--- src/design/spms_pkg.sv ---
// Shared definitions for the shared-pool multi-stack unit.
// Field widths, operation and status codes, and default sizes.
// No dependencies.
package spms_pkg;

  // Default sizes
  localparam int DEF_NUM_STACKS   = 4;
  localparam int DEF_POOL_ENTRIES = 16;

  // Transaction field widths
  localparam int KIND_W   = 1;
  localparam int SID_W    = 2;
  localparam int DATA_W   = 32;
  localparam int STATUS_W = 2;

  // Operation codes
  localparam logic [KIND_W-1:0] KIND_PUSH = 1'b0;
  localparam logic [KIND_W-1:0] KIND_POP  = 1'b1;

  // Result status codes
  localparam logic [STATUS_W-1:0] ST_OK    = 2'd0;
  localparam logic [STATUS_W-1:0] ST_FULL  = 2'd1;
  localparam logic [STATUS_W-1:0] ST_EMPTY = 2'd2;

endpackage

--- src/design/spms_ifs.sv ---
// Valid/ready channel interfaces for the shared-pool multi-stack unit.
// Depends on spms_pkg for the field widths.
interface spms_in_if import spms_pkg::*; ();
  logic                     valid;
  logic                     ready;
  logic [KIND_W-1:0]        kind;
  logic [SID_W-1:0]         stack_id;
  logic signed [DATA_W-1:0] value;

  modport source (output valid, kind, stack_id, value, input ready);
  modport sink   (input valid, kind, stack_id, value, output ready);
endinterface

interface spms_out_if import spms_pkg::*; ();
  logic                     valid;
  logic                     ready;
  logic [STATUS_W-1:0]      status;
  logic signed [DATA_W-1:0] popped_value;

  modport source (output valid, status, popped_value, input ready);
  modport sink   (input valid, status, popped_value, output ready);
endinterface

--- src/design/spms_ram.sv ---
// Simple dual-port synchronous RAM, one write and one registered read port.
// Used for the pool entries and the stack top pointers. No dependencies.
module spms_ram #(
  parameter int DEPTH = 16,
  parameter int AW    = 4,
  parameter int W     = 8
) (
  input  logic          clk,
  input  logic          we,
  input  logic [AW-1:0] waddr,
  input  logic [W-1:0]  wdata,
  input  logic          re,
  input  logic [AW-1:0] raddr,
  output logic [W-1:0]  rdata
);

  logic [W-1:0] mem [DEPTH];
  logic [W-1:0] rdata_r;

  // Write port
  always_ff @(posedge clk) begin
    if (we) begin
      mem[waddr] <= wdata;
    end
  end

  // Registered read, held while re is low
  always_ff @(posedge clk) begin
    if (re) begin
      rdata_r <= mem[raddr];
    end
  end

  assign rdata = rdata_r;

endmodule

--- src/design/shared_pool_multi_stack_unit.sv ---
// Top level of the shared-pool multi-stack unit: controller, free-list head
// and output register. Depends on spms_pkg, spms_ifs and spms_ram.
//
//  Channel   Direction  Handshake     Payload
//  in_if     sink       valid/ready   kind, stack_id, value
//  out_if    source     valid/ready   status, popped_value
//
// A push or a failing transaction passes S_IDLE and S_TOP; a successful pop
// also passes S_POOL, as the pool entry address comes out of the stack top
// memory read. After reset a clearing pass over every pool entry and stack
// builds the free list and empties every stack; no input is taken meanwhile.
// A new transaction is taken while the previous result waits in the output
// register; completion stalls only while that register is still full.
module shared_pool_multi_stack_unit import spms_pkg::*; #(
  parameter int NUM_STACKS   = DEF_NUM_STACKS,
  parameter int POOL_ENTRIES = DEF_POOL_ENTRIES
) (
  input logic         clk,
  input logic         rst_n,
  spms_in_if.sink     in_if,
  spms_out_if.source  out_if
);

  localparam int LINK_W = $clog2(POOL_ENTRIES + 1);
  localparam int PA_W   = $clog2(POOL_ENTRIES);
  localparam int TA_W   = (NUM_STACKS > 1) ? $clog2(NUM_STACKS) : 1;
  localparam int CLR_N  = (POOL_ENTRIES > NUM_STACKS) ? POOL_ENTRIES : NUM_STACKS;
  localparam int CLR_W  = $clog2(CLR_N);
  localparam int PW     = DATA_W + LINK_W;
  localparam logic [LINK_W-1:0] LINK_NULL = LINK_W'(POOL_ENTRIES);

  // Controller states
  localparam logic [1:0] S_CLEAR = 2'd0;
  localparam logic [1:0] S_IDLE  = 2'd1;
  localparam logic [1:0] S_TOP   = 2'd2;
  localparam logic [1:0] S_POOL  = 2'd3;

  logic [1:0]               state_r, state_nxt;
  logic [CLR_W-1:0]         clr_cnt_r, clr_cnt_nxt;
  logic [LINK_W-1:0]        free_head_r, free_head_nxt;
  logic                     out_valid_r, out_valid_nxt;
  logic [STATUS_W-1:0]      out_status_r, out_status_nxt;
  logic [DATA_W-1:0]        out_value_r, out_value_nxt;
  logic [KIND_W-1:0]        kind_r, kind_nxt;
  logic [TA_W-1:0]          sid_r, sid_nxt;
  logic                     sid_ok_r, sid_ok_nxt;
  logic [DATA_W-1:0]        val_r, val_nxt;
  logic [PA_W-1:0]          pop_idx_r, pop_idx_nxt;

  // Memory ports
  logic              pool_we, pool_re;
  logic [PA_W-1:0]   pool_waddr, pool_raddr;
  logic [PW-1:0]     pool_wdata, pool_q;
  logic              top_we, top_re;
  logic [TA_W-1:0]   top_waddr, top_raddr;
  logic [LINK_W-1:0] top_wdata, top_q;

  logic [DATA_W-1:0] pr_data;
  logic [LINK_W-1:0] pr_link;
  logic              finish_ok;

  spms_ram #(.DEPTH(POOL_ENTRIES), .AW(PA_W), .W(PW)) u_pool (
    .clk   (clk),
    .we    (pool_we),
    .waddr (pool_waddr),
    .wdata (pool_wdata),
    .re    (pool_re),
    .raddr (pool_raddr),
    .rdata (pool_q)
  );

  spms_ram #(.DEPTH(NUM_STACKS), .AW(TA_W), .W(LINK_W)) u_top (
    .clk   (clk),
    .we    (top_we),
    .waddr (top_waddr),
    .wdata (top_wdata),
    .re    (top_re),
    .raddr (top_raddr),
    .rdata (top_q)
  );

  assign pr_data   = pool_q[LINK_W +: DATA_W];
  assign pr_link   = pool_q[LINK_W-1:0];
  assign finish_ok = !out_valid_r || out_if.ready;

  assign in_if.ready         = (state_r == S_IDLE);
  assign out_if.valid        = out_valid_r;
  assign out_if.status       = out_status_r;
  assign out_if.popped_value = out_value_r;

  // Controller: read, modify, write back
  always_comb begin
    state_nxt      = state_r;
    clr_cnt_nxt    = clr_cnt_r;
    free_head_nxt  = free_head_r;
    out_valid_nxt  = out_valid_r && !out_if.ready;
    out_status_nxt = out_status_r;
    out_value_nxt  = out_value_r;
    kind_nxt       = kind_r;
    sid_nxt        = sid_r;
    sid_ok_nxt     = sid_ok_r;
    val_nxt        = val_r;
    pop_idx_nxt    = pop_idx_r;
    pool_we        = 1'b0;
    pool_waddr     = free_head_r[PA_W-1:0];
    pool_wdata     = {val_r, top_q};
    pool_re        = 1'b0;
    pool_raddr     = free_head_r[PA_W-1:0];
    top_we         = 1'b0;
    top_waddr      = sid_r;
    top_wdata      = free_head_r;
    top_re         = 1'b0;
    top_raddr      = TA_W'(in_if.stack_id);

    unique case (state_r)
      // Link every entry to the next one and empty every stack
      S_CLEAR: begin
        pool_we    = (32'(clr_cnt_r) < POOL_ENTRIES);
        pool_waddr = PA_W'(clr_cnt_r);
        pool_wdata = {{DATA_W{1'b0}}, LINK_W'(32'(clr_cnt_r) + 32'd1)};
        top_we     = (32'(clr_cnt_r) < NUM_STACKS);
        top_waddr  = TA_W'(clr_cnt_r);
        top_wdata  = LINK_NULL;
        if (32'(clr_cnt_r) == CLR_N - 1) begin
          state_nxt = S_IDLE;
        end else begin
          clr_cnt_nxt = clr_cnt_r + 1'b1;
        end
      end

      // Take a transaction; read its stack top and the free-list head entry
      S_IDLE: begin
        if (in_if.valid) begin
          kind_nxt   = in_if.kind;
          sid_nxt    = TA_W'(in_if.stack_id);
          sid_ok_nxt = (32'(in_if.stack_id) < NUM_STACKS);
          val_nxt    = in_if.value;
          pool_re    = 1'b1;
          top_re     = 1'b1;
          state_nxt  = S_TOP;
        end
      end

      // Push completes here; pop either fails or reads the top entry
      S_TOP: begin
        if (kind_r == KIND_POP && sid_ok_r && top_q != LINK_NULL) begin
          pool_re     = 1'b1;
          pool_raddr  = top_q[PA_W-1:0];
          pop_idx_nxt = top_q[PA_W-1:0];
          state_nxt   = S_POOL;
        end else if (finish_ok) begin
          out_valid_nxt = 1'b1;
          out_value_nxt = '0;
          state_nxt     = S_IDLE;
          if (kind_r == KIND_POP) begin
            out_status_nxt = ST_EMPTY;
          end else if (!sid_ok_r || free_head_r == LINK_NULL) begin
            out_status_nxt = ST_FULL;
          end else begin
            out_status_nxt = ST_OK;
            pool_we        = 1'b1;
            top_we         = 1'b1;
            free_head_nxt  = pr_link;
          end
        end
      end

      // Pop: unlink the top entry and hand it back to the free list
      S_POOL: begin
        if (finish_ok) begin
          pool_we        = 1'b1;
          pool_waddr     = pop_idx_r;
          pool_wdata     = {pr_data, free_head_r};
          top_we         = 1'b1;
          top_wdata      = pr_link;
          free_head_nxt  = LINK_W'(pop_idx_r);
          out_valid_nxt  = 1'b1;
          out_status_nxt = ST_OK;
          out_value_nxt  = pr_data;
          state_nxt      = S_IDLE;
        end
      end

      default: begin
        state_nxt = S_CLEAR;
      end
    endcase
  end

  // Control registers
  always_ff @(posedge clk) begin
    if (!rst_n) begin
      state_r     <= S_CLEAR;
      clr_cnt_r   <= '0;
      free_head_r <= '0;
      out_valid_r <= 1'b0;
    end else begin
      state_r     <= state_nxt;
      clr_cnt_r   <= clr_cnt_nxt;
      free_head_r <= free_head_nxt;
      out_valid_r <= out_valid_nxt;
    end
  end

  // Payload registers
  always_ff @(posedge clk) begin
    out_status_r <= out_status_nxt;
    out_value_r  <= out_value_nxt;
    kind_r       <= kind_nxt;
    sid_r        <= sid_nxt;
    sid_ok_r     <= sid_ok_nxt;
    val_r        <= val_nxt;
    pop_idx_r    <= pop_idx_nxt;
  end

endmodule
--- src/flat_wrapper.sv ---
// flat-port wrapper written by rule: the top's interface ports become plain ports
module shared_pool_multi_stack_unit_flat import spms_pkg::*;
#(
  parameter int NUM_STACKS   = DEF_NUM_STACKS,
  parameter int POOL_ENTRIES = DEF_POOL_ENTRIES
)
  (clk, rst_n, in_if_valid, in_if_kind, in_if_stack_id, in_if_value, in_if_ready, out_if_valid, out_if_status, out_if_popped_value, out_if_ready);
  spms_in_if in_if_i ();
  spms_out_if out_if_i ();
  input logic clk;
  input logic rst_n;
  input wire logic [$bits(in_if_i.valid)-1:0] in_if_valid;
  input wire logic [$bits(in_if_i.kind)-1:0] in_if_kind;
  input wire logic [$bits(in_if_i.stack_id)-1:0] in_if_stack_id;
  input wire logic [$bits(in_if_i.value)-1:0] in_if_value;
  output wire logic [$bits(in_if_i.ready)-1:0] in_if_ready;
  output wire logic [$bits(out_if_i.valid)-1:0] out_if_valid;
  output wire logic [$bits(out_if_i.status)-1:0] out_if_status;
  output wire logic [$bits(out_if_i.popped_value)-1:0] out_if_popped_value;
  input wire logic [$bits(out_if_i.ready)-1:0] out_if_ready;
  assign in_if_i.valid = in_if_valid;
  assign in_if_i.kind = in_if_kind;
  assign in_if_i.stack_id = in_if_stack_id;
  assign in_if_i.value = in_if_value;
  assign in_if_ready = in_if_i.ready;
  assign out_if_valid = out_if_i.valid;
  assign out_if_status = out_if_i.status;
  assign out_if_popped_value = out_if_i.popped_value;
  assign out_if_i.ready = out_if_ready;
  shared_pool_multi_stack_unit #(.NUM_STACKS(NUM_STACKS), .POOL_ENTRIES(POOL_ENTRIES)) u_core (.clk(clk), .rst_n(rst_n), .in_if(in_if_i), .out_if(out_if_i));
endmodule
--- config.mk ---
export PLATFORM = sky130hd
export DESIGN_NAME = shared_pool_multi_stack_unit_flat
export DESIGN_NICKNAME = d
export VERILOG_FILES = /design/src/design/spms_pkg.sv /design/src/design/spms_ifs.sv /design/src/design/spms_ram.sv /design/src/design/shared_pool_multi_stack_unit.sv /design/src/flat_wrapper.sv
export SDC_FILE = /design/constraint.sdc
export NUM_CORES = 1
export LEC_CHECK = 0
export ABC_AREA = 1
export CORE_ASPECT_RATIO = 0.7
export CORE_MARGIN = 2
export CORE_UTILIZATION = 45
export DETAILED_ROUTE_END_ITERATION = 6
export DONT_BUFFER_PORTS = 1
export GPL_TIMING_DRIVEN = 0
export SLEW_MARGIN = 0
export SYNTH_ARGS = -nofsm -noshare
export SYNTH_HDL_FRONTEND = slang
export SYNTH_SLANG_ARGS = --single-unit
--- constraint.sdc ---
create_clock -name clk -period 3.55 [get_ports clk]
set_clock_uncertainty 0.05 [all_clocks]
set_input_delay 0.71 -clock clk [delete_from_list [all_inputs] [get_ports clk]]
set_output_delay 0.71 -clock clk [all_outputs]
set_load 0.05 [all_outputs]
== Word level (Yosys, flattened, before mapping) ==
Memories as Yosys holds them, arrays and structs flattened. A register that Yosys moved wholly into a read port is not among the register bits.
Index checks and enable logic that the tools add are counted.

* Register bits: 85
* RAM bits: 612
* Input bits: 39
* Output and inout bits: 36
* Memories kept: 2

{| class="wikitable"
|+ Memories
! name !! words !! bits a word !! read ports !! clocked after Yosys merged registers in !! write ports !! line !! RTL
|-
| u_core.u_pool.mem || 16 || 37 || 1 || 1 || 1 || spms_ram.sv:17 || <nowiki>logic [W-1:0] mem [DEPTH];</nowiki>
|-
| u_core.u_top.mem || 4 || 5 || 1 || 1 || 1 || spms_ram.sv:17 ||
|}

* Add/sub/neg operators: 2
* Magnitude comparators: 1
* Equality and inequality tests: 13
* Mux-type cells: 48
* Bitwise operators: 1
* Reduce and logical (&&, ||, !) cells: 13

{| class="wikitable"
|+ Operators with widths
! kind !! count
|-
| $mux W32 || 3
|-
| $pmux W37 S2 || 1
|-
| $pmux W32 S2 || 1
|-
| $mux W37 || 1
|-
| $mux W5 || 6
|-
| $pmux W5 S2 || 2
|-
| $mux W2 || 9
|-
| $mux W1 || 15
|-
| $mux W4 || 3
|-
| $ne A2 B2 Y1 const B || 4
|-
| $pmux W2 S4 || 1
|-
| $pmux W4 S2 || 1
|-
| $reduce_and A2 Y1 || 4
|-
| $ne A2 B1 Y1 const B || 3
|-
| $pmux W1 S3 || 2
|-
| $reduce_and A6 Y1 || 1
|-
| $add A4 B1 Y5 const B || 1
|-
| $eq A5 B5 Y1 const B || 1
|-
| $ne A5 B5 Y1 const B || 1
|-
| $add A4 B1 Y4 const B || 1
|-
| $eq A2 B2 Y1 const B || 2
|-
| $eq A4 B4 Y1 const B || 1
|-
| $lt A4 B3 Y1 const B || 1
|-
| $pmux W1 S2 || 2
|-
| 9 further kinds || 11
|}

== Depth between registers and ports, before layout ==
* Depth after elaboration: 8
* Mapped depth: 13

== Hierarchy ==
From an unflattened synthesis, not the netlist that was laid out.

* Cells, all modules: 2973
* Area total of the unflattened synthesis: 31617.8 sq um

{| class="wikitable"
|+ Modules (own cells, without submodules)
! module !! times used !! cells an instance !! area an instance (sq um)
|-
| spms_ram (u_core.u_pool) || 1 || 2446 || 26575.5
|-
| shared_pool_multi_stack_unit || 1 || 437 || 4022.6
|-
| spms_ram (u_core.u_top) || 1 || 90 || 1019.7
|}

== Worst setup path before layout ==
Ideal clock, no wire load.

* Kind: reg-to-reg
* Start: register u_core.state_r[0]
* End: memory u_core.u_pool.mem[4][0] in the netlist's numbering (enable)
* Setup time: 431 ps
* Data arrival time: 3397 ps
* Data required time: 3069 ps
* Path slack: -328 ps
* Cell stages (with the launch flop): 13
* Buffers on the path: 2
* Clock period less this slack: 3878 ps
* Path through: dfxtp_1 > inv_1 > ha_1 > clkbuf_1 > inv_1 > nand2_1 > buf_2 > o21ai_0 > nand2_1 > o21ai_0 > inv_1 > nand2_1 > nor2_1

* Longest elaborated chain between the ends: 4
* Elaborated cells between the ends (all ways): 7

{| class="wikitable"
|+ RTL lines
! element !! line !! RTL
|-
| start: declaration || shared_pool_multi_stack_unit.sv:38 || <nowiki>logic [1:0] state_r, state_nxt;</nowiki>
|-
| start signal: assignment || shared_pool_multi_stack_unit.sv:198 || <nowiki>state_r <= state_nxt;</nowiki>
|-
| $eq A2 B2 Y1 / $logic_not A2 Y1 (equally long branches) || shared_pool_multi_stack_unit.sv:115 || <nowiki>unique case (state_r)</nowiki>
|-
| $pmux W1 S3 || shared_pool_multi_stack_unit.sv:115 ||
|-
| $mux W1 || spms_ram.sv:22 || <nowiki>if (we) begin</nowiki>
|-
| $mux W1 (implied by the code) || spms_ram.sv:23 || <nowiki>mem[waddr] <= wdata;</nowiki>
|-
| end: declaration || spms_ram.sv:17 ||
|}

Several ways; a longest one is shown, not always the timed one.

== Worst setup path in the final report ==
* Start: register u_core.out_valid_r (netlist: u_core.out_if.valid)
* End: memory u_core.u_pool.mem[11][24] in the netlist's numbering (data pin)

* Longest elaborated chain between the ends: 4

{| class="wikitable"
|+ RTL lines
! element !! line !! RTL
|-
| start: declaration || shared_pool_multi_stack_unit.sv:41 || <nowiki>logic out_valid_r, out_valid_nxt;</nowiki>
|-
| start signal: assignment || shared_pool_multi_stack_unit.sv:201 || <nowiki>out_valid_r <= out_valid_nxt;</nowiki>
|-
| $logic_not A1 Y1 || shared_pool_multi_stack_unit.sv:84 || <nowiki>assign finish_ok = !out_valid_r || out_if.ready;</nowiki>
|-
| $logic_or A1 B1 Y1 || shared_pool_multi_stack_unit.sv:84 ||
|-
| $mux W37 || shared_pool_multi_stack_unit.sv:170 || <nowiki>if (finish_ok) begin</nowiki>
|-
| $pmux W37 S2 || shared_pool_multi_stack_unit.sv:115 ||
|-
| named net u_core.pool_wdata[24] || shared_pool_multi_stack_unit.sv:53 || <nowiki>logic [PW-1:0] pool_wdata, pool_q;</nowiki>
|}

The timed path passes the listed nets, and every way through them passes these cells.

==> results.md <==
* Place WS at -0.802 ns
* CP Max Fanout at 10
* Max Cap Viol at 0
* Total power draw at around 26000 uW
* Critical path depth at 7
* Post-route setup TNS at -0.549 ns
* Most common cell in the netlist: edfxtp_1
* Antenna cell count at 0
* R2r worst-path depth at 7
* Syn avg cell area at 11.0 sq um
* Fin. Hold Viols at 0
* Post-synth cell types at 37
* DP Wirelength at 68.4 mm
* Status: complete, but fails checks
* Maximum VDD drop at 0.430 mV
* CP Class: reg -> reg
* Comb power frac at 24.8%
* Register share of total power at 45.6%
* Clock sink total at between 700 and 800
* Pre-Repair DR Iteration Count at 7
* Worst-Skew Late Latency at 0.64 ns
* Vias in the first global route at 21300
* CP max stage delay at 0.76 ns
* Worst Setup SP: u_core.out_if.valid
* Internal Pwr Total at about 18000 uW
* CTS tree: yes
* Slew @ Worst Pin at approximately 1.3 ns
* Vias at 22400
* Largest net degree at the start of global routing at 26
* Slew Viols, Final at 0
* RSZ-0062 raised after global routing: true
* Switching part of the total at 32.6%
* Type of the worst min-delay path: in -> reg
* CTS Buf Count at 74
* Layout cells sized above 1 at 10.8%
* Critical path buffers and inverters at 4
* Slew HR at 10.2%
* Synth Instances at 2883
* Initial antenna violation count at 1
* Min Tclk post-route at 3.59 ns
* Largest area contributor in the netlist: edfxtp_1
* Number of I/O port buffers at 0
* Std cell rows at 81
* Synthesized Nets at 2929
* Io pins at 75
* Critical path's slowest cell: buf_1
* Post-synth top cells: 727 x edfxtp_1, 599 x nand3_1, 569 x nand2_1
* Ys Warns at 0
* Largest cells by area after synthesis: edfxtp_1 69%, nand3_1 9.4%, nand2_1 6.7%
* Vias per cell at roughly 5.6
* FF+latch area at 22100 sq um
* P_sw at about 8600 uW
* Antenna Nets Post-Route at 0
* Failing checks: design-rule violations, negative setup slack
* Worst setup path end: u_core.u_pool.mem[11][24]
* Post-Syn Area at 31800 sq um
* Final worst setup slack at -0.0399 ns
* Synth top area share at 68.7%
* Starting Density at around 46%
* Clock Power Share at between 20 and 30%
* Fin crit share at 101%
* Die Area at 72800 sq um
* Clk root buf: clkbuf_16
* Number of synthesized flops with an enable pin at ~730
* RR Endpoint: u_core.u_pool.mem[11][24]
* Placed Area at 33800 sq um
* Layout area overhead at 14.9%
* Drt drc at 2
* Die Y at 226 um
* Clock buffer depth at 3
* Post-synthesis async set-or-reset flop share at 0%
* GP Congestion at approximately 0.9
* Global-route wire length before repair at 145 mm
* Max Fclk at 279 MHz
* CP Data Arrival Time at 3.90 ns
* Post-layout instance area at 36500 sq um
* Final WL at 102 mm
* CP Launch Type: register
* Die width at 322 um
* Multi-input logic area at 7060 sq um
* Initial DRC count at 3455
* CP cell instances: inv_1, nor2_1, inv_1, nand2_1, buf_1, o21ai_0, buf_2
* Grt total ovfl at 0
* Post-layout nets at 3083
* Lkg Pwr at 0.0149 uW
* Final setup viols at 20
* Routed len/inst at roughly 25 um
* Core Region at 69800 sq um
* FF-to-FF Start: u_core.out_if.valid
* Post-CTS Hold Buffers at 0
* Critical Path End Type: register
* Worst path top cell family by delay: buffers and inverters
* Number of fill cells in the layout at 5971
* Clk slew on worst S/H paths at 0.06 ns
* H-tree depth at 3
* CP required at between 3 and 4 ns
* Register area share after synthesis at 69.5%
* Total global-route track usage at 28.0%
* Power Density at 722 nW/um^2
* Crit path top cell by count: inv_1
* Flops & latches, synth at approximately 740
* Commonest register cell after synthesis: edfxtp_1
* Internal reg-to-reg setup slack at -0.04 ns
kinds of logic after synthesis:
family	after synthesis	share of synthesized area [%]
AND/OR/NAND/NOR	1330	19.6
flip-flops	739	69.5
buffers and inverters	703	8.85
AO/OA/AOI/OAI	103	1.82
adder cells (fa/ha/maj)	7	0.276
XOR/XNOR	1	0.0276
what timing repair did:
| item | CTS | global route |
|---|---|---|
| pin swaps | 14 | 4 |
| buffers inserted | 19 | 8 |
| resized for setup | 12 | 24 |
| endpoints found under the setup margin | 891 | 478 |
| gates cloned | 0 | 1 |
flip-flops by register name, indices dropped and copies added (netlist names):
name / cells
u_core.sid_r: 2
u_core.pop_idx_r: 4
u_core.out_if.valid: 1
u_core.u_top.rdata: 5
u_core.state_r: 2
u_core.out_if.popped_value: 32
u_core.clr_cnt_r: 4
u_core.u_pool.rdata: 37
u_core.val_r: 32
u_core.kind_r: 1
u_core.u_top.mem: 20
u_core.out_if.status: 2
u_core.u_pool.mem: 592
u_core.free_head_r: 5
layer usage:
layer,share of wire [%],GRT usage (%)
met1,42,40.6
met2,42,40.8
met3,12,6.88
met4,3.7,10.8
met5,0,0
through the flow:
step                      hold slack [ns]  instances  utilization [%]
after floorplan                     0.418       2883                -
after global placement              0.439       3796             47.2
after detailed placement            0.449       3847             48.5
after CTS                          0.0918       3996             52.1
after global routing               0.0983       4005             52.3
final                               0.119       4005             52.3
how the worst min path moves through the flow:
stage          slack, ns  cells after the start                   from               endpoint
3_5_place_dp        0.45                      2    u_core.clr_cnt_r[3]    u_core.clr_cnt_r[3]
2_1_floorplan       0.42                      2  u_core.free_head_r[4]  u_core.free_head_r[4]
4_1_cts             0.09                      0         in_if_value[7]        u_core.val_r[7]
5_1_grt              0.1                      0         in_if_value[7]        u_core.val_r[7]
3_3_place_gp        0.44                      2    u_core.clr_cnt_r[3]    u_core.clr_cnt_r[3]
6_report            0.12                      0        in_if_value[25]       u_core.val_r[25]
layout make-up:
class | count | area share (%)
sequential | 739 | 60.5
multi-input combinational | 1442 | 19.4
inverter | 549 | 5.65
clock buffer | 92 | 5.40
tap | 913 | 3.13
timing repair buffer | 78 | 2.84
buffer | 153 | 2.13
clock inverter | 39 | 1.01
cells in the final DEF, fill, tap and decap left out, types with 6 or more instances in the layout:
| cell | Yosys | final |
|---|---|---|
| bufinv_16 | 0 | 6 |
| buf_2 | 75 | 77 |
| nand3b_1 | 111 | 111 |
| buf_1 | 13 | 9 |
| nor2_4 | 0 | 17 |
| o21ai_0 | 66 | 33 |
| o21ai_1 | 2 | 29 |
| clkbuf_2 | 1 | 11 |
| inv_1 | 544 | 542 |
| clkbuf_16 | 0 | 76 |
| nor3_1 | 6 | 6 |
| clkbuf_1 | 44 | 49 |
| buf_16 | 0 | 8 |
| dfxtp_1 | 12 | 12 |
| buf_4 | 21 | 65 |
| clkinv_1 | 2 | 12 |
| nor2_1 | 36 | 20 |
| edfxtp_1 | 727 | 727 |
| ha_1 | 7 | 6 |
| buf_12 | 0 | 23 |
| nand3_1 | 599 | 599 |
| a21oi_1 | 11 | 10 |
| o22ai_1 | 7 | 7 |
| o21ai_2 | 3 | 9 |
| clkinv_2 | 0 | 14 |
| nand2_1 | 569 | 568 |
worst register-to-register path: cells and delay by family, from the launching register on:
kind	cells	cell delay, ns
flip-flops	1	0.63
AO/OA/AOI/OAI	1	0.54
AND/OR/NAND/NOR	2	0.81
buffers and inverters	4	1.31
power by group through the flow:
stage	logic (uW)	clock network, uW	registers, uW
after floorplan	3230	0	12200
after global routing	6990	8160	12100
after global placement	5160	0	12200
final	6530	7790	12000
after CTS	6300	7840	12000
after detailed placement	6190	0	12200
Note: power is estimated with default switching activity, not from simulation.
